File: config.mk
export PLATFORM = sky130hd
export DESIGN_NAME = line_editor_with_masked_echo_top
export DESIGN_NICKNAME = d
export VERILOG_FILES = /design/src/rtl/core/lnedit_pkg.sv /design/src/rtl/core/lnedit_store.sv /design/src/rtl/core/line_editor_with_masked_echo_top.sv
export SDC_FILE = /design/constraint.sdc
export NUM_CORES = 1
export LEC_CHECK = 0
export BUFFER_PORTS_ARGS = -buffer_cell sky130_fd_sc_hd__clkbuf_2
export CAP_MARGIN = 10
export CORE_UTILIZATION = 55
export CTS_CLUSTER_DIAMETER = 30
export DETAILED_ROUTE_END_ITERATION = 10
export GPL_TIMING_DRIVEN = 0
export PLACE_DENSITY = 0.79
export RECOVER_POWER = 50
export SYNTH_ARGS = -nofsm -noshare
export SYNTH_HDL_FRONTEND = slang
export SYNTH_SLANG_ARGS = --single-unit
File: constraint.sdc
create_clock -name clk -period 3.3 [get_ports clk]
set_input_delay 0.66 -clock clk [delete_from_list [all_inputs] [get_ports clk]]
set_output_delay 0.66 -clock clk [all_outputs]
set_load 0.1 [all_outputs]
File: src/rtl/core/lnedit_pkg.sv
// Shared types and constants of the line editor with masked echo.
package lnedit_pkg;

	// Default capacity of the line store
	localparam int LINE_CAP_DEF = 63;

	// Width of one stored character (7-bit ASCII)
	localparam int CHAR_W = 7;

	// Width of a line length
	localparam int LEN_W = 6;

	// Result kinds
	localparam logic [1:0] KIND_ECHO = 2'd0;
	localparam logic [1:0] KIND_BYTE = 2'd1;
	localparam logic [1:0] KIND_END  = 2'd2;

	// Character codes
	localparam logic [7:0] CH_BS    = 8'd8;
	localparam logic [7:0] CH_LF    = 8'd10;
	localparam logic [7:0] CH_CR    = 8'd13;
	localparam logic [7:0] CH_SPACE = 8'd32;
	localparam logic [7:0] CH_STAR  = 8'd42;
	localparam logic [7:0] CH_DEL   = 8'd127;

	// Register indexes on the configuration port
	localparam logic REG_MASK_ECHO = 1'b0;
	localparam logic REG_MAX_CHARS = 1'b1;

	// Control strobes from the sequencer to the line store
	typedef struct packed {
		logic wr_en;
		logic rd_en;
	} store_ctl_t;

endpackage

File: src/rtl/core/lnedit_store.sv
// Line store: one write port, one read port with registered read data.
module lnedit_store #(
	parameter int DEPTH = lnedit_pkg::LINE_CAP_DEF,
	parameter int AW    = 6
) (
	input  logic                            clk,
	input  lnedit_pkg::store_ctl_t          ctl,
	input  logic [AW-1:0]                   waddr,
	input  logic [lnedit_pkg::CHAR_W-1:0]   wdata,
	input  logic [AW-1:0]                   raddr,
	output logic [lnedit_pkg::CHAR_W-1:0]   rdata
);

	logic [lnedit_pkg::CHAR_W-1:0] mem [DEPTH];
	logic [lnedit_pkg::CHAR_W-1:0] rdata_q;

	// Store a character
	always_ff @(posedge clk) begin
		if (ctl.wr_en) begin
			mem[waddr] <= wdata;
		end
	end

	// Read one entry; hold the data while no read is issued
	always_ff @(posedge clk) begin
		if (ctl.rd_en) begin
			rdata_q <= mem[raddr];
		end
	end

	assign rdata = rdata_q;

endmodule

File: src/rtl/core/line_editor_with_masked_echo_top.sv
// Top level of the line editor: sequencer, registers and output stage.
//
//  port group   direction  handshake                contents
//  in_*         in         in_valid / in_ready      in_char
//  out          out        out_valid / out_ready    kind, data_byte, line_length, last
//  APB          in/out     psel, penable / pready   mask_echo (0x0), max_chars (0x4)
//
// A printable byte frees the input in the same cycle that its echo is offered; an
// ignored byte frees it with no echo. Backspace echoes backspace, space, backspace. A
// non-empty line end gives each stored byte and then the line end, an empty one
// only the line end; the single store read port gives a byte a cycle unless stalled.
// Reset clears the fill count and registers; the line store itself is not cleared.
// A stalled output holds the sequencer; one input item waits in its own register.
module line_editor_with_masked_echo_top #(
	parameter int LINE_CAP = lnedit_pkg::LINE_CAP_DEF
) (
	input  logic        clk,
	input  logic        arst_n,
	// input channel
	input  logic        in_valid,
	output logic        in_ready,
	input  logic [7:0]  in_char,
	// output channel
	output logic        out_valid,
	input  logic        out_ready,
	output logic [1:0]  kind,
	output logic [7:0]  data_byte,
	output logic [5:0]  line_length,
	output logic        last,
	// configuration port
	input  logic        psel,
	input  logic        penable,
	input  logic        pwrite,
	input  logic [2:0]  paddr,
	input  logic [31:0] pwdata,
	output logic [31:0] prdata,
	output logic        pready
);

	localparam int AW = (LINE_CAP > 1) ? $clog2(LINE_CAP) : 1;
	localparam logic [lnedit_pkg::LEN_W-1:0] CAP_LEN = lnedit_pkg::LEN_W'(LINE_CAP);

	typedef enum logic [2:0] {
		S_IDLE,
		S_BS_SPACE,
		S_BS_TAIL,
		S_DRAIN,
		S_END
	} state_t;

	state_t                              state_q;
	logic                                pend_q;
	logic [7:0]                          char_q;
	logic [lnedit_pkg::LEN_W-1:0]        fill_q;
	logic [lnedit_pkg::LEN_W-1:0]        rd_idx_q;
	logic                                mask_q;
	logic [lnedit_pkg::LEN_W-1:0]        max_chars_q;
	logic                                ov_q;
	logic [1:0]                          kind_q;
	logic [7:0]                          data_q;
	logic [lnedit_pkg::LEN_W-1:0]        len_q;
	logic                                last_q;

	logic                                load;
	logic                                emit;
	logic                                is_eol;
	logic                                is_bs;
	logic                                is_print;
	logic [lnedit_pkg::LEN_W-1:0]        limit;
	logic [lnedit_pkg::LEN_W-1:0]        nxt_idx;
	logic                                cfg_wr;
	lnedit_pkg::store_ctl_t              store_ctl;
	logic [AW-1:0]                       raddr;
	logic [lnedit_pkg::CHAR_W-1:0]       rdata;

	// Decode the waiting item and the output stage
	assign load     = !ov_q || out_ready;
	assign is_eol   = (char_q == lnedit_pkg::CH_LF) || (char_q == lnedit_pkg::CH_CR);
	assign is_bs    = (char_q == lnedit_pkg::CH_BS);
	assign is_print = (char_q >= lnedit_pkg::CH_SPACE) && (char_q < lnedit_pkg::CH_DEL);
	assign limit    = (max_chars_q < CAP_LEN) ? max_chars_q : CAP_LEN;
	assign nxt_idx  = rd_idx_q + 1'b1;
	assign cfg_wr   = psel && penable && pwrite && pready;

	// A new result enters the output stage this cycle
	assign emit = load && ((state_q != S_IDLE)
		|| (pend_q && ((is_eol && (fill_q == '0)) || (is_bs && (fill_q != '0))
			|| (is_print && (fill_q < limit)))));

	// Store strobes: write on a stored byte, read at a non-empty line end and ahead while draining
	always_comb begin
		store_ctl.wr_en = (state_q == S_IDLE) && pend_q && load && is_print && (fill_q < limit);
		store_ctl.rd_en = ((state_q == S_IDLE) && pend_q && load && is_eol && (fill_q != '0))
			|| ((state_q == S_DRAIN) && load && (nxt_idx < fill_q));
		raddr = (state_q == S_DRAIN) ? nxt_idx[AW-1:0] : '0;
	end

	lnedit_store #(
		.DEPTH (LINE_CAP),
		.AW    (AW)
	) u_store (
		.clk   (clk),
		.ctl   (store_ctl),
		.waddr (fill_q[AW-1:0]),
		.wdata (char_q[lnedit_pkg::CHAR_W-1:0]),
		.raddr (raddr),
		.rdata (rdata)
	);

	// Sequencer, registers and output stage
	always_ff @(posedge clk or negedge arst_n) begin
		if (!arst_n) begin
			state_q     <= S_IDLE;
			pend_q      <= 1'b0;
			char_q      <= '0;
			fill_q      <= '0;
			rd_idx_q    <= '0;
			mask_q      <= 1'b0;
			max_chars_q <= 6'd63;
			ov_q        <= 1'b0;
			kind_q      <= lnedit_pkg::KIND_ECHO;
			data_q      <= '0;
			len_q       <= '0;
			last_q      <= 1'b0;
		end else begin
			// drop a result once taken, unless a new one replaces it
			if (ov_q && out_ready && !emit) begin
				ov_q <= 1'b0;
			end

			// take configuration writes
			if (cfg_wr) begin
				unique case (paddr[2])
					lnedit_pkg::REG_MASK_ECHO: mask_q      <= pwdata[0];
					lnedit_pkg::REG_MAX_CHARS: max_chars_q <= pwdata[5:0];
					default: ;
				endcase
			end

			// hold an accepted item
			if (in_valid && in_ready) begin
				char_q <= in_char;
				pend_q <= 1'b1;
			end

			unique case (state_q)
				S_IDLE: begin
					if (pend_q && load) begin
						if (is_eol) begin
							if (fill_q == '0) begin
								ov_q   <= 1'b1;
								kind_q <= lnedit_pkg::KIND_END;
								data_q <= lnedit_pkg::CH_LF;
								len_q  <= '0;
								last_q <= 1'b1;
								pend_q <= 1'b0;
							end else begin
								rd_idx_q <= '0;
								state_q  <= S_DRAIN;
							end
						end else if (is_bs) begin
							if (fill_q != '0) begin
								fill_q  <= fill_q - 1'b1;
								ov_q    <= 1'b1;
								kind_q  <= lnedit_pkg::KIND_ECHO;
								data_q  <= lnedit_pkg::CH_BS;
								len_q   <= '0;
								last_q  <= 1'b0;
								state_q <= S_BS_SPACE;
							end else begin
								pend_q <= 1'b0;
							end
						end else if (is_print && (fill_q < limit)) begin
							fill_q <= fill_q + 1'b1;
							ov_q   <= 1'b1;
							kind_q <= lnedit_pkg::KIND_ECHO;
							data_q <= mask_q ? lnedit_pkg::CH_STAR : char_q;
							len_q  <= '0;
							last_q <= 1'b1;
							pend_q <= 1'b0;
						end else begin
							pend_q <= 1'b0;
						end
					end
				end
				S_BS_SPACE: begin
					if (load) begin
						ov_q    <= 1'b1;
						kind_q  <= lnedit_pkg::KIND_ECHO;
						data_q  <= lnedit_pkg::CH_SPACE;
						len_q   <= '0;
						last_q  <= 1'b0;
						state_q <= S_BS_TAIL;
					end
				end
				S_BS_TAIL: begin
					if (load) begin
						ov_q    <= 1'b1;
						kind_q  <= lnedit_pkg::KIND_ECHO;
						data_q  <= lnedit_pkg::CH_BS;
						len_q   <= '0;
						last_q  <= 1'b1;
						pend_q  <= 1'b0;
						state_q <= S_IDLE;
					end
				end
				S_DRAIN: begin
					if (load) begin
						ov_q     <= 1'b1;
						kind_q   <= lnedit_pkg::KIND_BYTE;
						data_q   <= {1'b0, rdata};
						len_q    <= '0;
						last_q   <= 1'b0;
						rd_idx_q <= nxt_idx;
						if (nxt_idx == fill_q) begin
							state_q <= S_END;
						end
					end
				end
				S_END: begin
					if (load) begin
						ov_q    <= 1'b1;
						kind_q  <= lnedit_pkg::KIND_END;
						data_q  <= lnedit_pkg::CH_LF;
						len_q   <= fill_q;
						last_q  <= 1'b1;
						fill_q  <= '0;
						pend_q  <= 1'b0;
						state_q <= S_IDLE;
					end
				end
				default: state_q <= S_IDLE;
			endcase
		end
	end

	// Drive the ports
	assign in_ready    = !pend_q;
	assign out_valid   = ov_q;
	assign kind        = kind_q;
	assign data_byte   = data_q;
	assign line_length = len_q;
	assign last        = last_q;
	assign pready      = 1'b1;

	// Read back the registers
	always_comb begin
		prdata = '0;
		unique case (paddr[2])
			lnedit_pkg::REG_MASK_ECHO: prdata = {31'd0, mask_q};
			lnedit_pkg::REG_MAX_CHARS: prdata = {26'd0, max_chars_q};
			default: prdata = '0;
		endcase
	end

	// The line never holds more than the store can take
	a_fill_cap: assert property (@(posedge clk) disable iff (!arst_n)
		fill_q <= CAP_LEN)
		else $error("fill count beyond line capacity");

	// Work past the idle state always belongs to a held item
	a_busy_pend: assert property (@(posedge clk) disable iff (!arst_n)
		state_q != S_IDLE |-> pend_q)
		else $error("sequencer busy without a held item");

	// A line end echoes a newline and closes the item
	a_end_shape: assert property (@(posedge clk) disable iff (!arst_n)
		ov_q && (kind_q == lnedit_pkg::KIND_END) |-> (data_q == lnedit_pkg::CH_LF) && last_q)
		else $error("malformed line end result");

	// Issuing the line end empties the line
	a_end_clear: assert property (@(posedge clk) disable iff (!arst_n)
		(state_q == S_END) && load |=> (fill_q == '0) && (state_q == S_IDLE))
		else $error("line not cleared after line end");

	// Draining never reads past the stored bytes
	a_drain_range: assert property (@(posedge clk) disable iff (!arst_n)
		state_q == S_DRAIN |-> rd_idx_q < fill_q)
		else $error("drain index beyond fill count");

endmodule
==> run summary <==
status -> finished with violations
failing checks -> capacitance limit, slew limit, setup timing
post-synth top area share -> 63.93%
Synth Instances -> 1467
total number of vias -> 15920
# rows -> 71
Critical Path RT -> 3.79 ns
worst ir drop on vdd -> 0.0005349 V
Final Instance Count excl. Fillers -> 2267
Slew Viols, Final -> 157
Initial Util -> 55.87%
pre-CTS WS -> -1.546 ns
layout cells sized above 1 -> 29.76%
ys flop type -> edfxtp_1
slowest CP cell -> dfrtp_1
most frequent cells in the layout -> edfxtp_1 (448), nand2_1 (121), clkbuf_16 (97)
top cells by area, synth -> edfxtp_1 (64%), dfrtp_1 (5.1%), mux4_2 (3.1%), nand2_1 (2.2%), nor2_1 (2.0%)
combinational family with the most area after synthesis -> compound AO/OA/AOI/OAI gates
syn avg cell area -> 14.34 µm²
worst path bufs/invs -> 3
WL per Instance -> 33.05 µm
P_leak -> 9.270 nW
Max-Cap Viols -> 5
xor and xnor area share after synthesis -> 0.3746%
Synth Area in Simple Gates -> 9.020%
fmax -> 294.2 MHz
Synth Cell Area -> 21040 µm²
Clock Root Buffer -> clkbuf_16
first-pass GRT wire length -> 104600 µm
HP Class -> in -> reg
Setup CP Type -> reg -> reg
CP Cell Sequence -> nor4bb_1, buf_4, buf_2, clkbuf_4, nand2_1, a311oi_1, a211oi_1, o21ai_1, o311a_1
Post-DRT Antenna Nets -> 0
Placed Cells incl. Taps -> 2054
CP max stage delay -> 0.52 ns
Tcrit/Tclk final -> 103.0%
Critical Path Source Type -> flop
Clock Latency Late Sink -> 0.64 ns
number of global-route vias before repair -> 15490
hpwl dp -> 43210 µm
TritonCTS clock tree -> built
CTS Sinks -> 497
drt drc -> 0
Least-Margin Pin Slew -> 2.051 ns
DR pass1 iterations -> 6
CTS buffer count -> 95
post-synthesis compound-gate area fraction -> 9.757%
Placer Congestion -> 1.032
Clock Tree Buf Depth -> 3
delay-heaviest family, CP -> compound AO/OA/AOI/OAI gates
Post-Synth Adder-Cell Area -> 1.046%
die width -> 197.6 µm
WP data arrival -> 3.89 ns
final worst slack -> -0.09891 ns
final hold slack -> 0.2576 ns
Die ar. -> 39050 µm²
Yosys reg bits -> 497
Seq/Total Area, Yosys -> 69.79%
initial antenna violation count -> 2
Initial DRC Count -> 2425
Final setup viols -> 11
Synth Warn # -> 0
nets -> 1740
io pins -> 102
slew margin rel. -> -36.70%
Via-to-Cell Ratio -> 7.020
DRT Wirelength -> 74930 µm
htree depth -> 3
Synth cell types -> 77
Clock Skews -> 0.02608 ns
Hold Vio Cnt, Final -> 0
post-layout min period -> 3.399 ns
GRT Total Usage -> 38.49%
ys async rst share -> 9.859%
Area Overhead vs Synth -> 26.76%
Worst Path Max Fanout -> 10
area leader, netlist -> edfxtp_1
grt ovf -> 0
Post-synth EDFFs -> 448
Clk pin slew, worst setup/hold paths -> 0.05 ns
Setup crit end kind -> flop
die height -> 197.6 µm
total core area -> 37670 µm²
commonest non-fill, non-tap cell in the layout -> edfxtp_1
PD cells -> 895.7 nW/µm²
Port Buffers -> 46
largest net degree at the start of global routing -> 59
multiplexer share of the synthesized area -> 6.844%
==> metrics by stage <==
stage | util (%) | setup TNS [ns] | power, W | area, µm²
after global placement | 58.44 | -502.81 | 0.01264 | 22010
after floorplan | - | 0 | 0.01118 | 21140
after CTS | 70.59 | -0.03729 | 0.02353 | 26590
after global routing | 70.80 | -0.2044 | 0.02422 | 26670
final | 70.81 | -0.2521 | 0.02389 | 26670
after detailed placement | 58.67 | -401.88 | 0.01284 | 22100
==> synthesized netlist by cell type, types with 13 or more instances <==
library cell,number
inv_1,23
mux4_2,29
buf_4,27
buf_1,14
mux2_2,33
clkbuf_1,70
nand4_1,14
a211oi_1,41
nand3_1,59
o221ai_1,34
mux2i_1,37
o22ai_1,23
o211ai_1,13
nand2_1,122
a21oi_1,41
nor2_1,111
dfrtp_1,43
ha_1,16
o21ai_0,52
and3_1,32
edfxtp_1,448
a31oi_1,20
==> path summary, 6_finish.rpt <==
check / startpoint / endpoint / slack [ns] / cells after the start
worst max-delay path: state_q[2]$_DFFE_PN0P_ / u_store.rdata[3]$_DFFE_PP_ / -0.1 / 9
worst min-delay path: pwdata[3] / max_chars_q[3]$_DFFE_PN1P_ / 0.26 / 2
worst max register to register: state_q[2]$_DFFE_PN0P_ / u_store.rdata[3]$_DFFE_PP_ / -0.1 / 9
worst min register to register: u_store.rdata[4]$_DFFE_PP_ / data_byte[4]$_DFFE_PN0P_ / 0.50 / 2
max in group asynchronous: arst_n / max_chars_q[1]$_DFFE_PN1P_ / 2.00 / 3
min in group asynchronous: arst_n / data_byte[1]$_DFFE_PN0P_ / 0.57 / 2
==> flip-flops by register name, indices dropped and copies added, names as in the netlist <==
| signal | flops |
|---|---|
| last | 1 |
| pend_q | 1 |
| out_valid | 1 |
| kind | 2 |
| u_store.rdata | 7 |
| mask_q | 1 |
| line_length | 6 |
| rd_idx_q | 6 |
| data_byte | 8 |
| max_chars_q | 6 |
| u_store.mem | 441 |
| fill_q | 6 |
| char_q | 8 |
| state_q | 3 |
==> layer usage <==
layer	vias to the layer above	routed length [µm]	GRT usage, %
met5	-	0	0
met1	7705	24560	47.52
met3	427	11790	13.39
met2	1658	32810	57.77
met4	0	5775	25.01
li1	6125	-	-
==> report_power, final <==
part	switching, W	leakage (nW)	total [W]	internal, W
clock network	0.00348	1.61	0.0102	0.00670
logic	0.00400	3.04	0.00524	0.00124
registers	0.000473	4.62	0.00848	0.00800
==> kinds of logic after synthesis <==
logic type,after synthesis
AOI/OAI and AO/OA,294
buffers and inverters,144
adders and majority gates,17
and+or+nand+nor,402
DFF,497
xor gates and xnor gates,9
other,2
muxes,102
==> worst register-to-register path, delay by kind of cell (launching register included) <==
family          cells  cell delay, ns
compound gates      4            1.15
buf+inv             3            1.10
flops               1            0.52
simple gates        2            0.50
==> final cells by class <==
cell class | count | area (µm²)
Clock inverter | 73 | 903.4
Multi-Input combinational cell | 851 | 6523
Buffer | 112 | 685.7
Tap cell | 511 | 639.4
Clock buffer | 105 | 2467
Fill cell | 2340 | 10990
Inverter | 25 | 108.9
Antenna cell | 2 | 5.005
Sequential cell | 497 | 14710
Timing Repair Buffer | 91 | 633.1
==> timing repair <==
| item | 4_1_cts | 5_1_grt |
|---|---|---|
| hold buffers | 0 | 1 |
| buffers inserted | 24 | 13 |
| resized for setup | 271 | 35 |
| setup endpoints to repair | 467 | 347 |
| endpoints found under the hold margin | 0 | 10 |
| pin swaps | 8 | 4 |
Power figures use the tool's default switching activity.
